===== config.mk =====
export PLATFORM = sky130hd
export DESIGN_NAME = job_slot_table_with_current_mark_core
export DESIGN_NICKNAME = d
export VERILOG_FILES = /design/src/hw/rtl/jstc_pkg.sv /design/src/hw/rtl/jstc_ram.sv /design/src/hw/rtl/job_slot_table_with_current_mark_core.sv
export SDC_FILE = /design/constraint.sdc
export NUM_CORES = 2
export LEC_CHECK = 0
export ABC_AREA = 1
export BUFFER_PORTS_ARGS = -buffer_cell sky130_fd_sc_hd__clkbuf_2
export CORE_MARGIN = 2
export CORE_UTILIZATION = 40
export CTS_BUF_LIST = sky130_fd_sc_hd__clkbuf_4 sky130_fd_sc_hd__clkbuf_8
export DETAILED_ROUTE_END_ITERATION = 7
export HOLD_SLACK_MARGIN = 0.1
export PLACE_DENSITY = 0.56
export SYNTH_ARGS = -nofsm -noshare
export SYNTH_HDL_FRONTEND = slang
export SYNTH_SLANG_ARGS = --single-unit

===== constraint.sdc =====
create_clock -name clock -period 16.6 [get_ports clock]
set_clock_uncertainty 0.2 [all_clocks]
set_input_delay 0 -clock clock [delete_from_list [all_inputs] [get_ports clock]]
set_output_delay 0 -clock clock [all_outputs]
set_load 0.03 [all_outputs]

===== src/hw/rtl/jstc_pkg.sv =====
`timescale 1ns / 1ps
// ----------------------------------------------------------------------------
// jstc_pkg
// shared types and codes of the job slot table: operations, run states,
// result status codes, table entry layout and sequencer states
// ----------------------------------------------------------------------------
package jstc_pkg;

   localparam int NUMBER_W = 32;
   localparam int ID_W     = 22;

   // most results one sweep hands out
   localparam int                     SWEEP_CNT_W = 5;
   localparam logic [SWEEP_CNT_W-1:0] MAX_OUT     = 5'd16;

   typedef enum logic [2:0] {
      OP_ADD          = 3'd0,
      OP_SET_STATE    = 3'd1,
      OP_REMOVE       = 3'd2,
      OP_MARK_RUNNING = 3'd3,
      OP_GET_CURRENT  = 3'd4,
      OP_GET_STOPPED  = 3'd5,
      OP_CHILD_EVENT  = 3'd6,
      OP_SWEEP        = 3'd7
   } op_type;

   localparam logic [1:0] RUN_RUNNING = 2'd0;
   localparam logic [1:0] RUN_STOPPED = 2'd1;
   localparam logic [1:0] RUN_DONE    = 2'd2;

   localparam logic [1:0] STATUS_OK      = 2'd0;
   localparam logic [1:0] STATUS_FULL    = 2'd1;
   localparam logic [1:0] STATUS_NONE    = 2'd2;
   localparam logic [1:0] STATUS_IGNORED = 2'd3;

   typedef struct packed {
      logic [NUMBER_W-1:0] number;
      logic [ID_W-1:0]     group;
      logic [ID_W-1:0]     process;
      logic [1:0]          state;
   } entry_type;

   typedef struct packed {
      logic [1:0]          status;
      logic [NUMBER_W-1:0] number;
      logic [ID_W-1:0]     group;
      logic [1:0]          state;
      logic [3:0]          slot;
   } rsp_type;

   typedef enum logic [2:0] {
      S_IDLE,
      S_RMW,
      S_CUR,
      S_SCAN,
      S_SW_RD,
      S_SW_EV,
      S_EMIT
   } fsm_type;

   typedef enum logic [1:0] {
      MODE_STOP,
      MODE_PID,
      MODE_MAX
   } scan_type;

endpackage


===== src/hw/rtl/jstc_ram.sv =====
`timescale 1ns / 1ps
// ----------------------------------------------------------------------------
// jstc_ram
// generic single write port, single read port ram with registered read data
// ----------------------------------------------------------------------------
module jstc_ram #(
   parameter int WIDTH  = 8,
   parameter int DEPTH  = 16,
   parameter int ADDR_W = 4
) (
   input  logic              clock,
   input  logic              wr_en,
   input  logic [ADDR_W-1:0] wr_addr,
   input  logic [WIDTH-1:0]  wr_data,
   input  logic              rd_en,
   input  logic [ADDR_W-1:0] rd_addr,
   output logic [WIDTH-1:0]  rd_data
);

   logic [WIDTH-1:0] mem_ff [DEPTH];
   logic [WIDTH-1:0] rd_data_ff;

   always_ff @(posedge clock) begin
      if (wr_en) begin
         mem_ff[wr_addr] <= wr_data;
      end
      // read data holds while no read is issued
      if (rd_en) begin
         rd_data_ff <= mem_ff[rd_addr];
      end
   end

   assign rd_data = rd_data_ff;

endmodule


===== src/hw/rtl/job_slot_table_with_current_mark_core.sv =====
`timescale 1ns / 1ps
// ----------------------------------------------------------------------------
// job_slot_table_with_current_mark_core
// table of job slots with a current mark, driven one command word at a time
// ----------------------------------------------------------------------------
// usage
//  - req_* carries one command word (add, set state, remove, mark running,
//    get current, get stopped, child event, sweep); it is taken when req_valid
//    is high and req_stall is low. the table works on one word at a time and
//    holds req_stall high until the command, with any rescan, is finished
//  - rsp_* returns result words; rsp_last marks the final word of a command.
//    sweep: a word per removed job (at most 16), or one none word; other commands one
//  - entry payload (number, group, process, run state) sits in one ram with a
//    registered read; valid bits and the current slot are flops
//  - child event, and get stopped without a current job, scan the whole table
//    with one ram read per cycle; get stopped with a current job reads it first
//    and scans only if it is not stopped; remove of the current job adds a
//    rescan for the highest job number, and a sweep adds that rescan whenever
//    it frees the current job
//  - reads are issued only after the previous command's write has landed, so
//    no forwarding is needed on the ram
//  - reset empties the table at once (valid bits and current mark clear, job
//    numbering restarts at 1); the ram is not cleared
//  - when rsp_stall is high the result word holds; a sweep then waits with
//    its next word, and a new command is still taken while the last word waits
// ----------------------------------------------------------------------------
module job_slot_table_with_current_mark_core #(
   parameter int SLOTS = 16
) (
   input  logic        clock,
   input  logic        reset,

   input  logic        req_valid,
   output logic        req_stall,
   input  logic [2:0]  req_operation,
   input  logic [21:0] req_group_id,
   input  logic [21:0] req_process_id,
   input  logic [1:0]  req_run_state,
   input  logic [4:0]  req_slot_index,
   input  logic        req_terminated,

   output logic        rsp_valid,
   input  logic        rsp_stall,
   output logic [1:0]  rsp_status,
   output logic [31:0] rsp_job_number,
   output logic [21:0] rsp_group_out,
   output logic [1:0]  rsp_state_out,
   output logic [3:0]  rsp_slot_out,
   output logic        rsp_last
);

   localparam int SW = (SLOTS > 1) ? $clog2(SLOTS) : 1;
   localparam int CW = $clog2(SLOTS + 1);
   localparam logic [CW-1:0] SLOT_END  = CW'(SLOTS);
   localparam logic [6:0]    SLOT_LIM7 = 7'(SLOTS);

   // sequencer
   jstc_pkg::fsm_type  state_ff, state_in;
   jstc_pkg::fsm_type  after_ff, after_in;
   jstc_pkg::op_type   op_ff, op_in;

   // captured command fields
   logic [21:0]        pid_ff, pid_in;
   logic [1:0]         st_ff, st_in;
   logic               term_ff, term_in;
   logic [SW-1:0]      slot_ff, slot_in;

   // table flops
   logic [SLOTS-1:0]   valid_ff, valid_in;
   logic               cur_valid_ff, cur_valid_in;
   logic [SW-1:0]      cur_slot_ff, cur_slot_in;
   logic [31:0]        next_number_ff, next_number_in;

   // scan engine
   jstc_pkg::scan_type mode_ff, mode_in;
   logic [CW-1:0]      scan_cnt_ff, scan_cnt_in;
   logic               ev_pend_ff, ev_pend_in;
   logic [SW-1:0]      ev_idx_ff, ev_idx_in;
   logic               best_valid_ff, best_valid_in;
   logic [SW-1:0]      best_idx_ff, best_idx_in;
   jstc_pkg::entry_type best_ent_ff, best_ent_in;
   logic               ret_sweep_ff, ret_sweep_in;

   // sweep walk
   logic [CW-1:0]      sw_idx_ff, sw_idx_in;
   logic [jstc_pkg::SWEEP_CNT_W-1:0] sw_cnt_ff, sw_cnt_in;
   logic               hold_valid_ff, hold_valid_in;

   // pending result (also the held sweep word)
   jstc_pkg::rsp_type  res_ff, res_in;

   // output register
   logic               rsp_valid_ff, rsp_valid_in;
   jstc_pkg::rsp_type  rsp_ff, rsp_in;
   logic               rsp_last_ff, rsp_last_in;

   // ram port
   logic               wr_en;
   logic [SW-1:0]      wr_addr;
   jstc_pkg::entry_type wr_data;
   logic               rd_en;
   logic [SW-1:0]      rd_addr;
   jstc_pkg::entry_type rd_data;

   // helpers
   logic               req_accept;
   logic               out_free;
   logic [SW+4:0]      req_ext;
   logic [SW-1:0]      req_slot;
   logic               req_slot_ok;
   logic [1:0]         req_st_sat;
   logic               free_found;
   logic [SW-1:0]      free_idx;
   logic               ev_v;
   logic               ev_hit;
   logic               issue_ok;

   function automatic jstc_pkg::rsp_type rsp_ok(input logic [31:0] number,
                                                input logic [21:0] group,
                                                input logic [1:0]  st,
                                                input logic [SW-1:0] idx);
      jstc_pkg::rsp_type r;
      logic [SW+3:0]     ext;
      ext      = {4'b0000, idx};
      r.status = jstc_pkg::STATUS_OK;
      r.number = number;
      r.group  = group;
      r.state  = st;
      r.slot   = ext[3:0];
      return r;
   endfunction

   function automatic jstc_pkg::rsp_type rsp_bad(input logic [1:0] status);
      jstc_pkg::rsp_type r;
      r        = '0;
      r.status = status;
      return r;
   endfunction

   jstc_ram #(
      .WIDTH  ($bits(jstc_pkg::entry_type)),
      .DEPTH  (SLOTS),
      .ADDR_W (SW)
   ) u_entry_ram (
      .clock   (clock),
      .wr_en   (wr_en),
      .wr_addr (wr_addr),
      .wr_data (wr_data),
      .rd_en   (rd_en),
      .rd_addr (rd_addr),
      .rd_data (rd_data)
   );

   assign req_stall  = reset || (state_ff != jstc_pkg::S_IDLE);
   assign req_accept = req_valid && !req_stall;
   assign out_free   = !rsp_valid_ff || !rsp_stall;

   // slot index checks: range against SLOTS, then the valid bit
   assign req_ext     = {{SW{1'b0}}, req_slot_index};
   assign req_slot    = req_ext[SW-1:0];
   assign req_slot_ok = ({2'b00, req_slot_index} < SLOT_LIM7) && valid_ff[req_slot];
   assign req_st_sat  = (req_run_state > jstc_pkg::RUN_DONE) ? jstc_pkg::RUN_DONE
                                                              : req_run_state;

   // lowest free slot
   always_comb begin
      free_found = 1'b0;
      free_idx   = '0;
      for (int i = SLOTS - 1; i >= 0; i--) begin
         if (!valid_ff[i]) begin
            free_found = 1'b1;
            free_idx   = SW'(i);
         end
      end
   end

   // scan compare on the word that came back from the ram
   assign issue_ok = (scan_cnt_ff != SLOT_END);
   assign ev_v     = valid_ff[ev_idx_ff];

   always_comb begin
      case (mode_ff)
         jstc_pkg::MODE_STOP: begin
            ev_hit = ev_v && (rd_data.state == jstc_pkg::RUN_STOPPED) &&
                     (!best_valid_ff || (rd_data.number > best_ent_ff.number));
         end
         jstc_pkg::MODE_PID: begin
            ev_hit = ev_v && (rd_data.process == pid_ff) && !best_valid_ff;
         end
         default: begin
            ev_hit = ev_v && (!best_valid_ff || (rd_data.number > best_ent_ff.number));
         end
      endcase
   end

   // next state and datapath
   always_comb begin
      state_in       = state_ff;
      after_in       = after_ff;
      op_in          = op_ff;
      pid_in         = pid_ff;
      st_in          = st_ff;
      term_in        = term_ff;
      slot_in        = slot_ff;
      valid_in       = valid_ff;
      cur_valid_in   = cur_valid_ff;
      cur_slot_in    = cur_slot_ff;
      next_number_in = next_number_ff;
      mode_in        = mode_ff;
      scan_cnt_in    = scan_cnt_ff;
      ev_pend_in     = ev_pend_ff;
      ev_idx_in      = ev_idx_ff;
      best_valid_in  = best_valid_ff;
      best_idx_in    = best_idx_ff;
      best_ent_in    = best_ent_ff;
      ret_sweep_in   = ret_sweep_ff;
      sw_idx_in      = sw_idx_ff;
      sw_cnt_in      = sw_cnt_ff;
      hold_valid_in  = hold_valid_ff;
      res_in         = res_ff;
      rsp_valid_in   = rsp_valid_ff;
      rsp_in         = rsp_ff;
      rsp_last_in    = rsp_last_ff;
      wr_en          = 1'b0;
      wr_addr        = '0;
      wr_data        = '0;
      rd_en          = 1'b0;
      rd_addr        = '0;

      // result word leaves when the receiver takes it
      if (rsp_valid_ff && !rsp_stall) begin
         rsp_valid_in = 1'b0;
      end

      case (state_ff)
         jstc_pkg::S_IDLE: begin
            if (req_accept) begin
               op_in    = jstc_pkg::op_type'(req_operation);
               pid_in   = req_process_id;
               st_in    = req_st_sat;
               term_in  = req_terminated;
               slot_in  = req_slot;
               after_in = jstc_pkg::S_IDLE;
               case (jstc_pkg::op_type'(req_operation))
                  jstc_pkg::OP_ADD: begin
                     state_in = jstc_pkg::S_EMIT;
                     if (!free_found) begin
                        res_in = rsp_bad(jstc_pkg::STATUS_FULL);
                     end else begin
                        wr_en             = 1'b1;
                        wr_addr           = free_idx;
                        wr_data.number    = next_number_ff;
                        wr_data.group     = req_group_id;
                        wr_data.process   = req_process_id;
                        wr_data.state     = req_st_sat;
                        valid_in[free_idx] = 1'b1;
                        cur_valid_in      = 1'b1;
                        cur_slot_in       = free_idx;
                        // numbering sticks at the top value
                        if (next_number_ff != '1) begin
                           next_number_in = next_number_ff + 32'd1;
                        end
                        res_in = rsp_ok(next_number_ff, req_group_id, req_st_sat, free_idx);
                     end
                  end
                  jstc_pkg::OP_SET_STATE, jstc_pkg::OP_REMOVE,
                  jstc_pkg::OP_MARK_RUNNING: begin
                     if (req_slot_ok) begin
                        rd_en    = 1'b1;
                        rd_addr  = req_slot;
                        state_in = jstc_pkg::S_RMW;
                     end else begin
                        res_in   = rsp_bad(jstc_pkg::STATUS_IGNORED);
                        state_in = jstc_pkg::S_EMIT;
                     end
                  end
                  jstc_pkg::OP_GET_CURRENT: begin
                     if (cur_valid_ff) begin
                        rd_en    = 1'b1;
                        rd_addr  = cur_slot_ff;
                        state_in = jstc_pkg::S_CUR;
                     end else begin
                        res_in   = rsp_bad(jstc_pkg::STATUS_NONE);
                        state_in = jstc_pkg::S_EMIT;
                     end
                  end
                  jstc_pkg::OP_GET_STOPPED: begin
                     if (cur_valid_ff) begin
                        rd_en    = 1'b1;
                        rd_addr  = cur_slot_ff;
                        state_in = jstc_pkg::S_CUR;
                     end else begin
                        mode_in       = jstc_pkg::MODE_STOP;
                        scan_cnt_in   = '0;
                        ev_pend_in    = 1'b0;
                        best_valid_in = 1'b0;
                        ret_sweep_in  = 1'b0;
                        state_in      = jstc_pkg::S_SCAN;
                     end
                  end
                  jstc_pkg::OP_CHILD_EVENT: begin
                     mode_in       = jstc_pkg::MODE_PID;
                     scan_cnt_in   = '0;
                     ev_pend_in    = 1'b0;
                     best_valid_in = 1'b0;
                     ret_sweep_in  = 1'b0;
                     state_in      = jstc_pkg::S_SCAN;
                  end
                  jstc_pkg::OP_SWEEP: begin
                     sw_idx_in     = '0;
                     sw_cnt_in     = '0;
                     hold_valid_in = 1'b0;
                     state_in      = jstc_pkg::S_SW_RD;
                  end
                  default: begin
                     state_in = jstc_pkg::S_IDLE;
                  end
               endcase
            end
         end

         // entry is back: write it back, or clear its valid bit on remove; answer
         jstc_pkg::S_RMW: begin
            state_in = jstc_pkg::S_EMIT;
            case (op_ff)
               jstc_pkg::OP_SET_STATE: begin
                  wr_en         = 1'b1;
                  wr_addr       = slot_ff;
                  wr_data       = rd_data;
                  wr_data.state = st_ff;
                  res_in = rsp_ok(rd_data.number, rd_data.group, st_ff, slot_ff);
               end
               jstc_pkg::OP_MARK_RUNNING: begin
                  wr_en         = 1'b1;
                  wr_addr       = slot_ff;
                  wr_data       = rd_data;
                  wr_data.state = jstc_pkg::RUN_RUNNING;
                  cur_valid_in  = 1'b1;
                  cur_slot_in   = slot_ff;
                  res_in = rsp_ok(rd_data.number, rd_data.group, jstc_pkg::RUN_RUNNING,
                                  slot_ff);
               end
               default: begin
                  // remove: answer with the old entry, rescan if it was current
                  valid_in[slot_ff] = 1'b0;
                  res_in = rsp_ok(rd_data.number, rd_data.group, rd_data.state, slot_ff);
                  if (cur_valid_ff && (cur_slot_ff == slot_ff)) begin
                     cur_valid_in  = 1'b0;
                     mode_in       = jstc_pkg::MODE_MAX;
                     scan_cnt_in   = '0;
                     ev_pend_in    = 1'b0;
                     best_valid_in = 1'b0;
                     ret_sweep_in  = 1'b0;
                     after_in      = jstc_pkg::S_SCAN;
                  end else begin
                     after_in = jstc_pkg::S_IDLE;
                  end
               end
            endcase
         end

         // current entry is back from the ram
         jstc_pkg::S_CUR: begin
            if ((op_ff == jstc_pkg::OP_GET_CURRENT) ||
                (rd_data.state == jstc_pkg::RUN_STOPPED)) begin
               res_in   = rsp_ok(rd_data.number, rd_data.group, rd_data.state, cur_slot_ff);
               state_in = jstc_pkg::S_EMIT;
            end else begin
               mode_in       = jstc_pkg::MODE_STOP;
               scan_cnt_in   = '0;
               ev_pend_in    = 1'b0;
               best_valid_in = 1'b0;
               ret_sweep_in  = 1'b0;
               state_in      = jstc_pkg::S_SCAN;
            end
         end

         // one read issued and one entry compared per cycle
         jstc_pkg::S_SCAN: begin
            if (issue_ok) begin
               rd_en       = 1'b1;
               rd_addr     = scan_cnt_ff[SW-1:0];
               ev_pend_in  = 1'b1;
               ev_idx_in   = scan_cnt_ff[SW-1:0];
               scan_cnt_in = scan_cnt_ff + CW'(1);
            end else begin
               ev_pend_in = 1'b0;
            end
            if (ev_pend_ff && ev_hit) begin
               best_valid_in = 1'b1;
               best_idx_in   = ev_idx_ff;
               best_ent_in   = rd_data;
            end
            if (!issue_ok && !ev_pend_ff) begin
               case (mode_ff)
                  jstc_pkg::MODE_STOP: begin
                     state_in = jstc_pkg::S_EMIT;
                     after_in = jstc_pkg::S_IDLE;
                     if (best_valid_ff) begin
                        res_in = rsp_ok(best_ent_ff.number, best_ent_ff.group,
                                        best_ent_ff.state, best_idx_ff);
                     end else begin
                        res_in = rsp_bad(jstc_pkg::STATUS_NONE);
                     end
                  end
                  jstc_pkg::MODE_PID: begin
                     state_in = jstc_pkg::S_EMIT;
                     after_in = jstc_pkg::S_IDLE;
                     if (!best_valid_ff) begin
                        res_in = rsp_bad(jstc_pkg::STATUS_NONE);
                     end else if (!term_ff) begin
                        res_in = rsp_bad(jstc_pkg::STATUS_IGNORED);
                     end else begin
                        wr_en         = 1'b1;
                        wr_addr       = best_idx_ff;
                        wr_data       = best_ent_ff;
                        wr_data.state = jstc_pkg::RUN_DONE;
                        res_in = rsp_ok(best_ent_ff.number, best_ent_ff.group,
                                        jstc_pkg::RUN_DONE, best_idx_ff);
                     end
                  end
                  default: begin
                     // highest number wins, ties stay with the lowest slot
                     if (best_valid_ff) begin
                        cur_valid_in = 1'b1;
                        cur_slot_in  = best_idx_ff;
                     end
                     state_in = ret_sweep_ff ? jstc_pkg::S_SW_RD : jstc_pkg::S_IDLE;
                  end
               endcase
            end
         end

         // sweep: skip free slots, read used ones, and finish at the table end or the result limit
         jstc_pkg::S_SW_RD: begin
            if ((sw_idx_ff == SLOT_END) || (sw_cnt_ff == jstc_pkg::MAX_OUT)) begin
               if (!hold_valid_ff) begin
                  res_in = rsp_bad(jstc_pkg::STATUS_NONE);
               end
               hold_valid_in = 1'b0;
               after_in      = jstc_pkg::S_IDLE;
               state_in      = jstc_pkg::S_EMIT;
            end else if (!valid_ff[sw_idx_ff[SW-1:0]]) begin
               sw_idx_in = sw_idx_ff + CW'(1);
            end else begin
               rd_en    = 1'b1;
               rd_addr  = sw_idx_ff[SW-1:0];
               state_in = jstc_pkg::S_SW_EV;
            end
         end

         // sweep: a done job is held back one word so the last one can be marked
         jstc_pkg::S_SW_EV: begin
            if (rd_data.state != jstc_pkg::RUN_DONE) begin
               sw_idx_in = sw_idx_ff + CW'(1);
               state_in  = jstc_pkg::S_SW_RD;
            end else if (!hold_valid_ff || out_free) begin
               if (hold_valid_ff) begin
                  rsp_valid_in = 1'b1;
                  rsp_in       = res_ff;
                  rsp_last_in  = 1'b0;
               end
               res_in = rsp_ok(rd_data.number, rd_data.group, rd_data.state,
                               sw_idx_ff[SW-1:0]);
               hold_valid_in                = 1'b1;
               sw_cnt_in                    = sw_cnt_ff +
                                              {{(jstc_pkg::SWEEP_CNT_W-1){1'b0}}, 1'b1};
               valid_in[sw_idx_ff[SW-1:0]]  = 1'b0;
               sw_idx_in                    = sw_idx_ff + CW'(1);
               if (cur_valid_ff && (cur_slot_ff == sw_idx_ff[SW-1:0])) begin
                  cur_valid_in  = 1'b0;
                  mode_in       = jstc_pkg::MODE_MAX;
                  scan_cnt_in   = '0;
                  ev_pend_in    = 1'b0;
                  best_valid_in = 1'b0;
                  ret_sweep_in  = 1'b1;
                  state_in      = jstc_pkg::S_SCAN;
               end else begin
                  state_in = jstc_pkg::S_SW_RD;
               end
            end
         end

         // final word of the command
         jstc_pkg::S_EMIT: begin
            if (out_free) begin
               rsp_valid_in = 1'b1;
               rsp_in       = res_ff;
               rsp_last_in  = 1'b1;
               state_in     = after_ff;
            end
         end

         default: begin
            state_in = jstc_pkg::S_IDLE;
         end
      endcase
   end

   always_ff @(posedge clock) begin
      if (reset) begin
         state_ff       <= jstc_pkg::S_IDLE;
         valid_ff       <= '0;
         cur_valid_ff   <= 1'b0;
         next_number_ff <= 32'd1;
         ev_pend_ff     <= 1'b0;
         hold_valid_ff  <= 1'b0;
         rsp_valid_ff   <= 1'b0;
      end else begin
         state_ff       <= state_in;
         valid_ff       <= valid_in;
         cur_valid_ff   <= cur_valid_in;
         next_number_ff <= next_number_in;
         ev_pend_ff     <= ev_pend_in;
         hold_valid_ff  <= hold_valid_in;
         rsp_valid_ff   <= rsp_valid_in;
      end
      after_ff      <= after_in;
      op_ff         <= op_in;
      pid_ff        <= pid_in;
      st_ff         <= st_in;
      term_ff       <= term_in;
      slot_ff       <= slot_in;
      cur_slot_ff   <= cur_slot_in;
      mode_ff       <= mode_in;
      scan_cnt_ff   <= scan_cnt_in;
      ev_idx_ff     <= ev_idx_in;
      best_valid_ff <= best_valid_in;
      best_idx_ff   <= best_idx_in;
      best_ent_ff   <= best_ent_in;
      ret_sweep_ff  <= ret_sweep_in;
      sw_idx_ff     <= sw_idx_in;
      sw_cnt_ff     <= sw_cnt_in;
      res_ff        <= res_in;
      rsp_ff        <= rsp_in;
      rsp_last_ff   <= rsp_last_in;
   end

   assign rsp_valid      = rsp_valid_ff;
   assign rsp_status     = rsp_ff.status;
   assign rsp_job_number = rsp_ff.number;
   assign rsp_group_out  = rsp_ff.group;
   assign rsp_state_out  = rsp_ff.state;
   assign rsp_slot_out   = rsp_ff.slot;
   assign rsp_last       = rsp_last_ff;

   // the current mark only ever points at a used slot
   a_cur_is_valid: assert property (@(posedge clock) disable iff (reset)
      cur_valid_ff |-> valid_ff[cur_slot_ff])
      else $error("current mark on a free slot");

   // every taken command leaves the sequencer busy in the cycle after
   a_accept_busy: assert property (@(posedge clock) disable iff (reset)
      req_accept |=> (state_ff != jstc_pkg::S_IDLE))
      else $error("command taken without leaving idle");

   // a sweep never frees more jobs than it may report
   a_sweep_cap: assert property (@(posedge clock) disable iff (reset)
      (state_ff == jstc_pkg::S_SW_EV) |-> (sw_cnt_ff < jstc_pkg::MAX_OUT))
      else $error("sweep past its result limit");

   // job numbering never wraps to zero
   a_number_nonzero: assert property (@(posedge clock) disable iff (reset)
      (next_number_ff != 32'd0) && ($past(next_number_ff) <= next_number_ff))
      else $error("job number counter wrapped");

endmodule

==> impl_metrics.env <==
export IMPL_antenna_found_initial=2
export IMPL_leakage_nw=33.0
export IMPL_crit_path_max_incr_delay_ps=890
export IMPL_maxCapViolCount=0
export IMPL_grt_usage_pct=23.0
export IMPL_synth_edf_count=1593
export IMPL_hold_path_class="flop to flop"
export IMPL_synth_cell_types=63
export IMPL_cp_required_ps=17000
export IMPL_grt_max_degree=185
export IMPL_synthTopCellsByCount="edfxtp_1, nand3_1, nand2_1"
export IMPL_globalRouteOverflowTotal=0
export IMPL_ant_nets=0
export IMPL_cts_made_buffers=286
export IMPL_clock_path_buffers=4
export IMPL_grt_pass1_vias=49935
export IMPL_worst_slew_pin_slew_ps=1440
export IMPL_clkPwrFrac_pct=35.2
export IMPL_route_detailed_drc=0
export IMPL_post_cts_buffers=0
export IMPL_status="completed"
export IMPL_syn_nets=6929
export IMPL_first_pass_iters=6
export IMPL_yosys_warnings=0
export IMPL_cp_slowest_cell="nor2_4"
export IMPL_endpoint_kind="flop"
export IMPL_cp_cell_sequence="dlygate4sd3_1 -> dlygate4sd3_1 -> clkbuf_2 -> clkinv_1 -> nand3_2 -> clkinv_2 -> buf_4 -> nand3_4 -> inv_2 -> nand3_1 -> nand2_1 -> nand2_1 -> nor2_4 -> buf_4 -> buf_4"
export IMPL_routed_wl_um=218000
export IMPL_vias=52050
export IMPL_drt_wirelength_per_cell_um=22.4
export IMPL_drive_gt1_share_pct=10.4
export IMPL_setup_violations=0
export IMPL_rsz0062_at_grt="no"
export IMPL_tns_ps=0
export IMPL_net_switching_power_mw=2.78
export IMPL_netlist_instances=6829
export IMPL_synth_seq_cells=1648
export IMPL_crit_type="input pin to flop"
export IMPL_slew_headroom_pct=3.79
export IMPL_async_flop_share_pct=0
export IMPL_hold_viol=0
export IMPL_grt_pass1_wl_um=325000
export IMPL_netlist_area_mm2=0.0736
export IMPL_clkTransAtPathRegs_ps=50
export IMPL_gp_congestion=0.910
export IMPL_fp_dieW_um=433
export IMPL_yosysMostFrequentCell="edfxtp_1"
export IMPL_start_util_pct=40.2
export IMPL_powerDensity_mw_per_mm2=119
export IMPL_vdd_drop_max_v=0.0000653
export IMPL_p_int_mw=7.16
export IMPL_die_area_mm2=0.188
export IMPL_path_buf_inv=9
export IMPL_avgSynthCellArea_um2=10.8
export IMPL_cp_top_family="buffers and inverters"
export IMPL_dp_hpwl_um=112000
export IMPL_finalCriticalPeriod_ps=7160
export IMPL_synthTopCellsByArea="edfxtp_1, nand3_1, nand2_1"
export IMPL_pin_count=124
export IMPL_cts_tree="yes"
export IMPL_root_buffer="clkbuf_8"
export IMPL_fmax_ghz=0.140
export IMPL_cp_arrival_ps=7560
export IMPL_crit_fanout=40
export IMPL_drtIter0Drc=5663
export IMPL_final_max_slew_violation_count=0
export IMPL_viasPerCell=5.33
export IMPL_yosysSeqAreaShare_pct=66.5
export IMPL_nNetsFinal=7218
export IMPL_die_height_um=433
export IMPL_ys_flop_type="edfxtp_1"
export IMPL_pwr_share_seq_pct=50.6
export IMPL_start_kind="input pin"
export IMPL_synth_top_area_cell="edfxtp_1"
export IMPL_io_buffers=123
export IMPL_synthDominantCellAreaShare_pct=65.0
export IMPL_final_period_utilization_pct=43.1
export IMPL_clock_sinks=1648
export IMPL_p_comb_share_pct=14.2
export IMPL_p_sw_share_pct=28.0
export IMPL_path_common_cell="buf_4"
export IMPL_htreeDepth=5
export IMPL_insertion_delay_ps=1040
export IMPL_area_growth_pct=13.0
export IMPL_coreArea_mm2=0.183
export IMPL_rows=157
export IMPL_finish_utilization_pct=45.5
==> cell type report <==
| class | count | area [um^2] |
|---|---|---|
| clock buffer | 399 | 4850 |
| antenna | 1 | 2.50 |
| inverter | 1151 | 4340 |
| multi-input combinational | 3642 | 18600 |
| sequential | 1648 | 48900 |
| tap | 2464 | 3080 |
| clock inverter | 69 | 323 |
| fill | 17100 | 99800 |
| timing repair buffer | 389 | 3080 |
==> cell usage in the layout (no fill, tap or decap), drive strengths merged, types with 3 or more instances in the layout <==
cell type / count
a221oi: 4
ha: 41
o211ai: 14
nor3: 35
or2: 4
a32oi: 5
xor2: 19
nand4: 35
inv: 1145
xnor2: 3
a31oi: 5
o21ai: 74
dfxtp: 55
o221ai: 108
edfxtp: 1593
o22ai: 13
nand3: 1518
dlygate4sd3: 150
buf: 116
o21a: 5
o2111ai: 7
nand3b: 235
clkinv: 72
clkbuf: 522
a22oi: 4
a21oi: 92
nand2: 1252
nor4: 7
nor2: 140
==> per-layer routing <==
metal  global-route usage [%]  up-vias  routed length [um]
met5                        0        -                   0
met1                     31.8    25541               94600
li1                         -    23944                   -
met4                     6.67        0                5270
met2                     37.3     2209              103000
met3                     3.76      356               15800
==> stage by stage <==
stage               hold WS [ps]  total power [mW]  setup slack (ps)  instance area (um^2)  cells
floorplan                   -101              5.99              4680                 73600   6829
global placement           -1.61              6.45              9630                 76500   9141
detailed placement         -2.16              6.47              9530                 76500   9141
CTS                          115              10.0              9570                 83100   9755
global route                 160              10.3              9160                 83200   9763
finish                       217              9.94              9440                 83200   9763
==> power groups by stage <==
| stage | logic, mW | registers [mW] | clock network [mW] |
|---|---|---|---|
| final | 1.41 | 5.03 | 3.50 |
| after global routing | 1.54 | 5.05 | 3.76 |
| after CTS | 1.39 | 5.03 | 3.58 |
| after detailed placement | 1.35 | 5.11 | 0 |
| after global placement | 1.35 | 5.11 | 0 |
| after floorplan | 0.907 | 5.08 | 0 |
==> cells by family after synthesis <==
family / synth area share (%)
fa+ha+maj: 0.697
buf+inv: 8.61
xor+xnor: 0.262
flops: 66.5
compound gates: 3.22
simple gates: 20.8
==> state kept, by name, indices dropped and copies added (netlist names), 2 cells and up <==
name,cells
u_entry_ram.rd_data,78
ev_idx_ff,4
best_ent_ff,78
sw_cnt_ff,5
rsp_slot_out,4
pid_ff,22
u_entry_ram.mem_ff,1248
state_ff,3
op_ff,3
best_idx_ff,4
slot_ff,4
rsp_job_number,32
mode_ff,2
rsp_group_out,22
st_ff,2
rsp_state_out,2
res_ff,62
valid_ff,16
next_number_ff,32
scan_cnt_ff,5
sw_idx_ff,5
cur_slot_ff,4
rsp_status,2
==> worst paths after layout <==
kind / start / cells after the start / to / slack [ps]
worst max-delay path: reset / 15 / u_entry_ram.mem_ff[9][60] / 9440
worst min-delay path: res_ff[7] / 0 / rsp_group_out[1] / 220
worst max register to register: state_ff[2] / 14 / u_entry_ram.mem_ff[9][60] / 9710
worst min register to register: res_ff[7] / 0 / rsp_group_out[1] / 220
==> timing repair <==
| item | in CTS | in global routing |
|---|---|---|
| resized for setup | 0 | 0 |
| hold endpoints to repair | 1065 | 49 |
| endpoints found under the setup margin | 0 | 0 |
| hold buffers | 146 | 4 |
Power figures use the tool's default switching activity.
